`config.mk`:
```
export PLATFORM = sky130hd
export DESIGN_NAME = sensor_sample_framer_crc16_core
export DESIGN_NICKNAME = d
export VERILOG_FILES = /design/src/rtl/ssf_pkg.sv /design/src/rtl/ssf_front.sv /design/src/rtl/ssf_fifo.sv /design/src/rtl/ssf_back.sv /design/src/rtl/sensor_sample_framer_crc16_core.sv
export SDC_FILE = /design/constraint.sdc
export NUM_CORES = 1
export LEC_CHECK = 0
export ABC_CLOCK_PERIOD_IN_PS = 6950
export BUFFER_PORTS_ARGS = -buffer_cell sky130_fd_sc_hd__buf_2
export CAP_MARGIN = 15
export CORE_MARGIN = 2
export CORE_UTILIZATION = 30
export CTS_CLUSTER_DIAMETER = 50
export CTS_CLUSTER_SIZE = 40
export DETAILED_ROUTE_END_ITERATION = 8
export SLEW_MARGIN = 20
export SYNTH_ARGS = -nofsm -noshare
export SYNTH_HDL_FRONTEND = slang
export SYNTH_HIERARCHICAL = 1
export SYNTH_SLANG_ARGS = --single-unit
```
`constraint.sdc`:
```
create_clock -name i_clk -period 6.95 [get_ports i_clk]
set_input_delay 2.085 -clock i_clk [delete_from_list [all_inputs] [get_ports i_clk]]
set_output_delay 2.085 -clock i_clk [all_outputs]
set_load 0.03 [all_outputs]
```
`src/rtl/ssf_pkg.sv`:
```
`timescale 1ns / 1ps
package ssf_pkg;

    localparam int unsigned FrameLen    = 25;
    localparam int unsigned PayloadLen  = 20;
    localparam int unsigned HeaderLen   = 3;
    localparam int unsigned FifoDepth   = 2;
    localparam int unsigned IdxW        = $clog2(FrameLen);
    localparam int unsigned PayIdxW     = $clog2(PayloadLen);

    localparam logic [7:0]  SyncFirst   = 8'hAA;
    localparam logic [7:0]  SyncSecond  = 8'h55;
    localparam logic [7:0]  LenByte     = 8'(PayloadLen);
    localparam logic [15:0] CrcPoly     = 16'hA001;
    localparam logic [15:0] CrcInit     = 16'hFFFF;

    // frame positions
    localparam logic [IdxW-1:0] IdxSync0   = IdxW'(0);
    localparam logic [IdxW-1:0] IdxSync1   = IdxW'(1);
    localparam logic [IdxW-1:0] IdxLen     = IdxW'(2);
    localparam logic [IdxW-1:0] IdxPayFirst = IdxW'(HeaderLen);
    localparam logic [IdxW-1:0] IdxPayLast = IdxW'(HeaderLen + PayloadLen - 1);
    localparam logic [IdxW-1:0] IdxCrcLo   = IdxW'(HeaderLen + PayloadLen);
    localparam logic [IdxW-1:0] IdxCrcHi   = IdxW'(FrameLen - 1);

    // payload bytes, byte 0 sent first (timestamp LSB)
    typedef logic [PayloadLen-1:0][7:0] t_payload;

    typedef struct packed {
        logic     valid;
        t_payload data;
    } t_q_head;

    // CRC-16, reflected poly, one byte per call
    function automatic logic [15:0] crc_byte(input logic [15:0] crc_in,
                                             input logic [7:0]  data);
        logic [15:0] c;
        c = crc_in ^ {8'h00, data};
        for (int b = 0; b < 8; b++) begin
            if (c[0]) begin
                c = (c >> 1) ^ CrcPoly;
            end else begin
                c = c >> 1;
            end
        end
        return c;
    endfunction

endpackage

```
`src/rtl/ssf_front.sv`:
```
`timescale 1ns / 1ps
module ssf_front (
    input  logic              i_clk,
    input  logic              i_rst_n,
    input  logic              i_s_axis_tvalid,
    output logic              o_s_axis_tready,
    input  logic [159:0]      i_s_axis_tdata,
    output logic              o_push,
    output ssf_pkg::t_payload o_push_data,
    input  logic              i_push_ready
);
    import ssf_pkg::*;

    logic     r_valid;
    logic     n_valid;
    t_payload r_data;
    logic     accept;

    assign o_s_axis_tready = !r_valid || i_push_ready;
    assign accept          = i_s_axis_tvalid && o_s_axis_tready;
    assign o_push          = r_valid;
    assign o_push_data     = r_data;

    always_comb begin
        n_valid = r_valid;
        if (accept) begin
            n_valid = 1'b1;
        end else if (i_push_ready) begin
            n_valid = 1'b0;
        end
    end

    always_ff @(posedge i_clk) begin
        if (!i_rst_n) begin
            r_valid <= 1'b0;
        end else begin
            r_valid <= n_valid;
        end
    end

    // tdata is already little-endian field order: byte i is payload byte i
    always_ff @(posedge i_clk) begin
        if (accept) begin
            r_data <= t_payload'(i_s_axis_tdata);
        end
    end

endmodule

```
`src/rtl/ssf_fifo.sv`:
```
`timescale 1ns / 1ps
module ssf_fifo #(
    parameter int unsigned DEPTH = ssf_pkg::FifoDepth
) (
    input  logic              i_clk,
    input  logic              i_rst_n,
    input  logic              i_push,
    input  ssf_pkg::t_payload i_push_data,
    output logic              o_push_ready,
    input  logic              i_pop,
    output ssf_pkg::t_q_head  o_head
);
    import ssf_pkg::*;

    localparam int unsigned PtrW = (DEPTH > 1) ? $clog2(DEPTH) : 1;
    localparam int unsigned CntW = $clog2(DEPTH + 1);

    t_payload            r_mem [DEPTH];
    logic [PtrW-1:0]     r_wr_ptr;
    logic [PtrW-1:0]     r_rd_ptr;
    logic [CntW-1:0]     r_count;
    logic [CntW-1:0]     n_count;
    logic                do_push;
    logic                do_pop;

    assign o_push_ready = (r_count != CntW'(DEPTH));
    assign do_push      = i_push && o_push_ready;
    assign do_pop       = i_pop && (r_count != '0);
    assign o_head.valid = (r_count != '0);
    assign o_head.data  = r_mem[r_rd_ptr];

    always_comb begin
        n_count = r_count;
        if (do_push && !do_pop) begin
            n_count = r_count + CntW'(1);
        end else if (do_pop && !do_push) begin
            n_count = r_count - CntW'(1);
        end
    end

    always_ff @(posedge i_clk) begin
        if (!i_rst_n) begin
            r_wr_ptr <= '0;
            r_rd_ptr <= '0;
            r_count  <= '0;
        end else begin
            r_count <= n_count;
            if (do_push) begin
                r_wr_ptr <= (r_wr_ptr == PtrW'(DEPTH - 1)) ? '0 : r_wr_ptr + PtrW'(1);
            end
            if (do_pop) begin
                r_rd_ptr <= (r_rd_ptr == PtrW'(DEPTH - 1)) ? '0 : r_rd_ptr + PtrW'(1);
            end
        end
    end

    always_ff @(posedge i_clk) begin
        if (do_push) begin
            r_mem[r_wr_ptr] <= i_push_data;
        end
    end

endmodule

```
`src/rtl/ssf_back.sv`:
```
`timescale 1ns / 1ps
module ssf_back (
    input  logic              i_clk,
    input  logic              i_rst_n,
    input  ssf_pkg::t_q_head  i_head,
    output logic              o_pop,
    output logic              o_m_axis_tvalid,
    input  logic              i_m_axis_tready,
    output logic [7:0]        o_m_axis_tdata,
    output logic              o_m_axis_tlast
);
    import ssf_pkg::*;

    logic [IdxW-1:0]    r_idx;
    logic [IdxW-1:0]    n_idx;
    logic [15:0]        r_crc;
    logic [15:0]        n_crc;
    logic               r_out_valid;
    logic               n_out_valid;
    logic [7:0]         r_out_byte;
    logic               r_out_last;
    logic               advance;
    logic               in_payload;
    logic [IdxW-1:0]    pay_off_full;
    logic [PayIdxW-1:0] pay_off;
    logic [7:0]         pay_byte;
    logic [7:0]         cur_byte;

    assign advance      = i_head.valid && (!r_out_valid || i_m_axis_tready);
    assign o_pop        = advance && (r_idx == IdxCrcHi);
    assign in_payload   = (r_idx >= IdxPayFirst) && (r_idx <= IdxPayLast);
    assign pay_off_full = r_idx - IdxPayFirst;
    assign pay_off      = in_payload ? pay_off_full[PayIdxW-1:0] : '0;
    assign pay_byte     = i_head.data[pay_off];

    always_comb begin
        case (r_idx)
            IdxSync0: cur_byte = SyncFirst;
            IdxSync1: cur_byte = SyncSecond;
            IdxLen:   cur_byte = LenByte;
            IdxCrcLo: cur_byte = r_crc[7:0];
            IdxCrcHi: cur_byte = r_crc[15:8];
            default:  cur_byte = pay_byte;
        endcase
    end

    always_comb begin
        n_idx = r_idx;
        n_crc = r_crc;
        if (advance) begin
            if (r_idx == IdxCrcHi) begin
                n_idx = '0;
                n_crc = CrcInit;
            end else begin
                n_idx = r_idx + IdxW'(1);
                if (in_payload) begin
                    n_crc = crc_byte(r_crc, pay_byte);
                end
            end
        end
    end

    always_comb begin
        n_out_valid = r_out_valid;
        if (advance) begin
            n_out_valid = 1'b1;
        end else if (i_m_axis_tready) begin
            n_out_valid = 1'b0;
        end
    end

    always_ff @(posedge i_clk) begin
        if (!i_rst_n) begin
            r_idx       <= '0;
            r_crc       <= CrcInit;
            r_out_valid <= 1'b0;
        end else begin
            r_idx       <= n_idx;
            r_crc       <= n_crc;
            r_out_valid <= n_out_valid;
        end
    end

    always_ff @(posedge i_clk) begin
        if (advance) begin
            r_out_byte <= cur_byte;
            r_out_last <= (r_idx == IdxCrcHi);
        end
    end

    assign o_m_axis_tvalid = r_out_valid;
    assign o_m_axis_tdata  = r_out_byte;
    assign o_m_axis_tlast  = r_out_last;

endmodule

```
`src/rtl/sensor_sample_framer_crc16_core.sv`:
```
`timescale 1ns / 1ps
// Channel   Dir  Data                                              Side
// s_axis    in   tdata[159:0] one sample -> one frame request     front
// m_axis    out  tdata[7:0] frame byte, tlast on CRC high byte    back
//
// One sample yields 25 bytes: AA 55 14, 20 payload bytes, CRC low, CRC high.
// Back end emits one byte per cycle while a sample is queued and the sink holds
// tready high; a byte counter in the serializer walks the frame positions.
// Input stage plus queue hold up to FIFO_DEPTH+1 samples, the frame going out
// included (it stays at the queue head until its last byte); tready drops
// only when all are full.
// Reset (i_rst_n low, synchronous) empties the queue and output register.
module sensor_sample_framer_crc16_core #(
    parameter int unsigned FIFO_DEPTH = ssf_pkg::FifoDepth
) (
    input  logic         i_clk,
    input  logic         i_rst_n,
    input  logic         i_s_axis_tvalid,
    output logic         o_s_axis_tready,
    // tdata, low bit up: timestamp[31:0], accel_x_val, accel_y_val,
    // accel_z_val, gyro_x_val, gyro_y_val, gyro_z_val, temperature_raw,
    // battery_raw (16 bits each)
    input  logic [159:0] i_s_axis_tdata,
    output logic         o_m_axis_tvalid,
    input  logic         i_m_axis_tready,
    // tdata: frame_byte[7:0]
    output logic [7:0]   o_m_axis_tdata,
    // tlast: last_byte
    output logic         o_m_axis_tlast
);
    import ssf_pkg::*;

    // front -> queue
    logic     push;
    t_payload push_data;
    logic     push_ready;
    // queue -> back
    t_q_head  head;
    logic     pop;

    // accept and hold one sample
    ssf_front u_front (
        .i_clk           (i_clk),
        .i_rst_n         (i_rst_n),
        .i_s_axis_tvalid (i_s_axis_tvalid),
        .o_s_axis_tready (o_s_axis_tready),
        .i_s_axis_tdata  (i_s_axis_tdata),
        .o_push          (push),
        .o_push_data     (push_data),
        .i_push_ready    (push_ready)
    );

    // short sample queue decoupling intake from serialization
    ssf_fifo #(
        .DEPTH (FIFO_DEPTH)
    ) u_fifo (
        .i_clk        (i_clk),
        .i_rst_n      (i_rst_n),
        .i_push       (push),
        .i_push_data  (push_data),
        .o_push_ready (push_ready),
        .i_pop        (pop),
        .o_head       (head)
    );

    // byte serializer with running CRC; queue entry popped on the last byte
    ssf_back u_back (
        .i_clk           (i_clk),
        .i_rst_n         (i_rst_n),
        .i_head          (head),
        .o_pop           (pop),
        .o_m_axis_tvalid (o_m_axis_tvalid),
        .i_m_axis_tready (i_m_axis_tready),
        .o_m_axis_tdata  (o_m_axis_tdata),
        .o_m_axis_tlast  (o_m_axis_tlast)
    );

endmodule
```
==> metrics <==
layout cell share with drive strength beyond 1 about a third; first-pass GRT wire length 70.9 mm; post_cts resized 0; Hold Path End u_fifo/r_mem[0][117]; max frequency between 0.15 and 0.2 GHz; TritonCTS buffer count 52; crit path time final 5.23 ns; Area after DPL around 22,000 um^2; vias in the first global route 10,800; Critical R2R Capture u_back/r_crc[0]; DR pass1 iterations 5; IO Pins 175; Placer Congestion between 0.9 and 1; largest net degree at the start of global routing 100; Async SR Flop Fraction 0%; Setup Skew 0.0402 ns; final instance area about 24,000 um^2; Power Density 292 nW/um^2; Post-route DRC 0; GRT Util Overall 13.7%; Worst-Margin Slew 1.01 ns; post-synthesis register bit count 517; Final setup viols 0; DRT iter0 DRCs 813; DRT Wirelength 49.1 mm; Slew HR between 30% and 40%; multi-input gate area in the final layout between 5000 and 6000 um^2; utilization after layout 35.5%; Avg Synthesized Cell Area 18.0 um^2; FF-to-FF Start u_back/r_idx[0]; Clock transition at path regs roughly 0.070 ns; EDFF count, synth 489; Critical Path RT approximately 7.4 ns; later-pin clock latency in the skew report 0.63 ns; grt total ovfl 0; Final Cycle Share about three quarters; max cap viols 0; Crit Path Class flip-flop to flip-flop; H-Tree Depth 2; endpoints failing hold 0; CTS Root Cell clkbuf_16; HPWL Detailed 34.0 mm; die width 266 um; yosys warns 6; number of port buffers roughly 170; RSZ-0062 raised after global routing no; Total Neg Setup Slack 0 ns; WL per Instance 21.8 um; Die Y 266 um; Unique masters post-synth 82; Mapped Cells 1,147; crit end category flip-flop; Worst Hold Depth 0; via count 10,500; outcome finished clean; Pleak 0.00835 uW; DR vias/cell roughly 4.7; n_diodes 0; Syn-to-layout area delta 17.4%; Post-CTS Setup Bufs 0; # fillers 6,372; Placeable Area 68,300 um^2; HP Class flip-flop to flip-flop; Yosys top cell area share 71.1%; CP Launch Type flip-flop; CTS Sinks 517; Post-CTS Hold Buffers 0; syn_nets 1,316; Register Area 15,200 um^2; deepest clock path buffer count 3; sequential share of the synthesized area 73.8%; Most used DFF post-synth edfxtp_1; initial antenna violation count 0; CTS tree built; worst reg2reg setup slack between 1.5 and 2 ns; r2r worst-path depth 12; Netlist Area Pre-Place ~21,000 um^2; row count 96; Hold Crit Start u_front/o_push_data[117]; max-slew violation count 0; Worst VDD drop 0.180 mV; die area slightly above 70,000 um^2; antenna-violating nets left 0; CP Max Fanout 19; critical path arrival 5.72 ns; dominant cell type by area after synthesis edfxtp_1; Synth area leaders edfxtp_1 (71%), mux2_4 (7.3%), mux2_2 (3.8%); Starting Density approximately 30%; nets 1,501
==> flip-flops by register name (all words and copies together) (netlist names), named ones only <==
register,cells
u_back/o_m_axis_tvalid,1
u_fifo/r_rd_ptr,1
u_back/o_m_axis_tdata,8
u_fifo/r_count,2
u_front/o_push,1
u_back/r_crc,16
u_fifo/r_mem,320
u_back/o_m_axis_tlast,1
u_back/r_idx,5
u_front/o_push_data,160
u_fifo/r_wr_ptr,1
==> kinds of logic (layout without fill, tap and decap cells) <==
family	count (synthesis)	count (layout)	synth area share, %
multiplexers	191	191	12.2
AO/OA/AOI/OAI	155	155	5.56
buffers and inverters	67	296	1.98
AND/OR/NAND/NOR	182	182	4.61
adder cells (fa/ha/maj)	5	5	0.303
XOR/XNOR	30	30	1.48
flip-flops	517	517	73.8
==> cell usage in the layout, fill, tap and decap left out, types with 15 or more instances in the layout <==
cell type / synthesis / routed
a21oi_1: 24 / 24
buf_2: 18 / 174
clkbuf_16: 0 / 52
mux2i_1: 19 / 19
nor3_1: 15 / 15
nand2_1: 65 / 65
edfxtp_1: 489 / 489
o21ai_0: 15 / 15
o22ai_1: 15 / 15
nand3_1: 15 / 15
dfxtp_1: 28 / 26
nor2_1: 22 / 21
mux2_2: 70 / 70
mux2_4: 100 / 100
==> layout make-up <==
class | instances | share of cell area (%)
Sequential cell | 517 | 62.9
Multi-Input combinational cell | 563 | 20.7
Clock buffer | 56 | 5.43
Tap cell | 882 | 4.55
Timing Repair Buffer | 187 | 4.15
Clock inverter | 42 | 2.12
Inverter | 11 | 0.191
==> critical path: stages (launching register included) <==
cell	delay, ns
dfxtp_2	0.49
clkinv_1	0.61
ha_1	0.51
and4b_4	0.37
or2_1	0.59
nor2_2	0.33
a31oi_1	0.26
o221ai_1	0.15
a31oi_1	0.40
xnor2_1	0.26
xor3_1	0.54
xnor3_1	0.24
o311a_1	0.34
==> synthesized netlist by cell type (6+ instances only) <==
library cell and instances:
mux2_4 100, xnor2_1 11, inv_1 10, buf_6 17, nand3_1 15, or3_1 7, nor2b_1 8, a22oi_1 14
clkbuf_1 14, dfxtp_1 28, xor2_1 15, o22ai_1 15, buf_2 18, and2_1 9, mux2_2 70, o221ai_1 6
a221oi_1 6, edfxtp_1 489, nand2b_1 10, o21ai_0 15, nor3_1 15, mux2i_1 19, nor2_1 22, a21oi_1 24
nand2_1 65, a31oi_1 8
==> how the worst max path moves through the flow <==
| stage | from | to | slack (ns) |
|---|---|---|---|
| 6_report | u_back/r_idx[0] | u_back/r_crc[0] | 1.72 |
| 5_1_grt | u_back/r_idx[0] | u_back/r_crc[0] | 1.46 |
| 4_1_cts | u_back/r_idx[0] | u_back/r_crc[0] | 1.61 |
| 3_5_place_dp | u_back/r_idx[0] | u_back/r_crc[0] | 1.64 |
| 3_3_place_gp | u_back/r_idx[0] | u_back/r_crc[0] | 1.71 |
| 2_1_floorplan | u_fifo/r_count[0] | u_fifo/r_mem[1][0] | 2.15 |
==> metal layers <==
metal | global-route usage (%) | up-vias | wire length [um]
met5 | 0 | - | 0
met4 | 4.66 | 0 | 1470
met3 | 2.49 | 84 | 2280
met2 | 23.6 | 298 | 24800
met1 | 17.2 | 5245 | 20500
li1 | - | 4900 | -
==> power breakdown <==
part	switching, uW	internal [uW]
Clock	1350	1510
Sequential	68.8	3590
Combinational	342	213
==> per-stage QoR <==
step,instances,total power (uW),worst slack (ns),hold WS [ns]
6_report,2258,7080,1.72,0.432
5_1_grt,2258,7340,1.46,0.435
4_1_cts,2258,7180,1.61,0.421
3_5_place_dp,2160,4290,1.64,0.434
3_3_place_gp,2160,4280,1.71,0.426
2_1_floorplan,1147,4050,2.15,0.421
(Power assumes the default switching activity.)
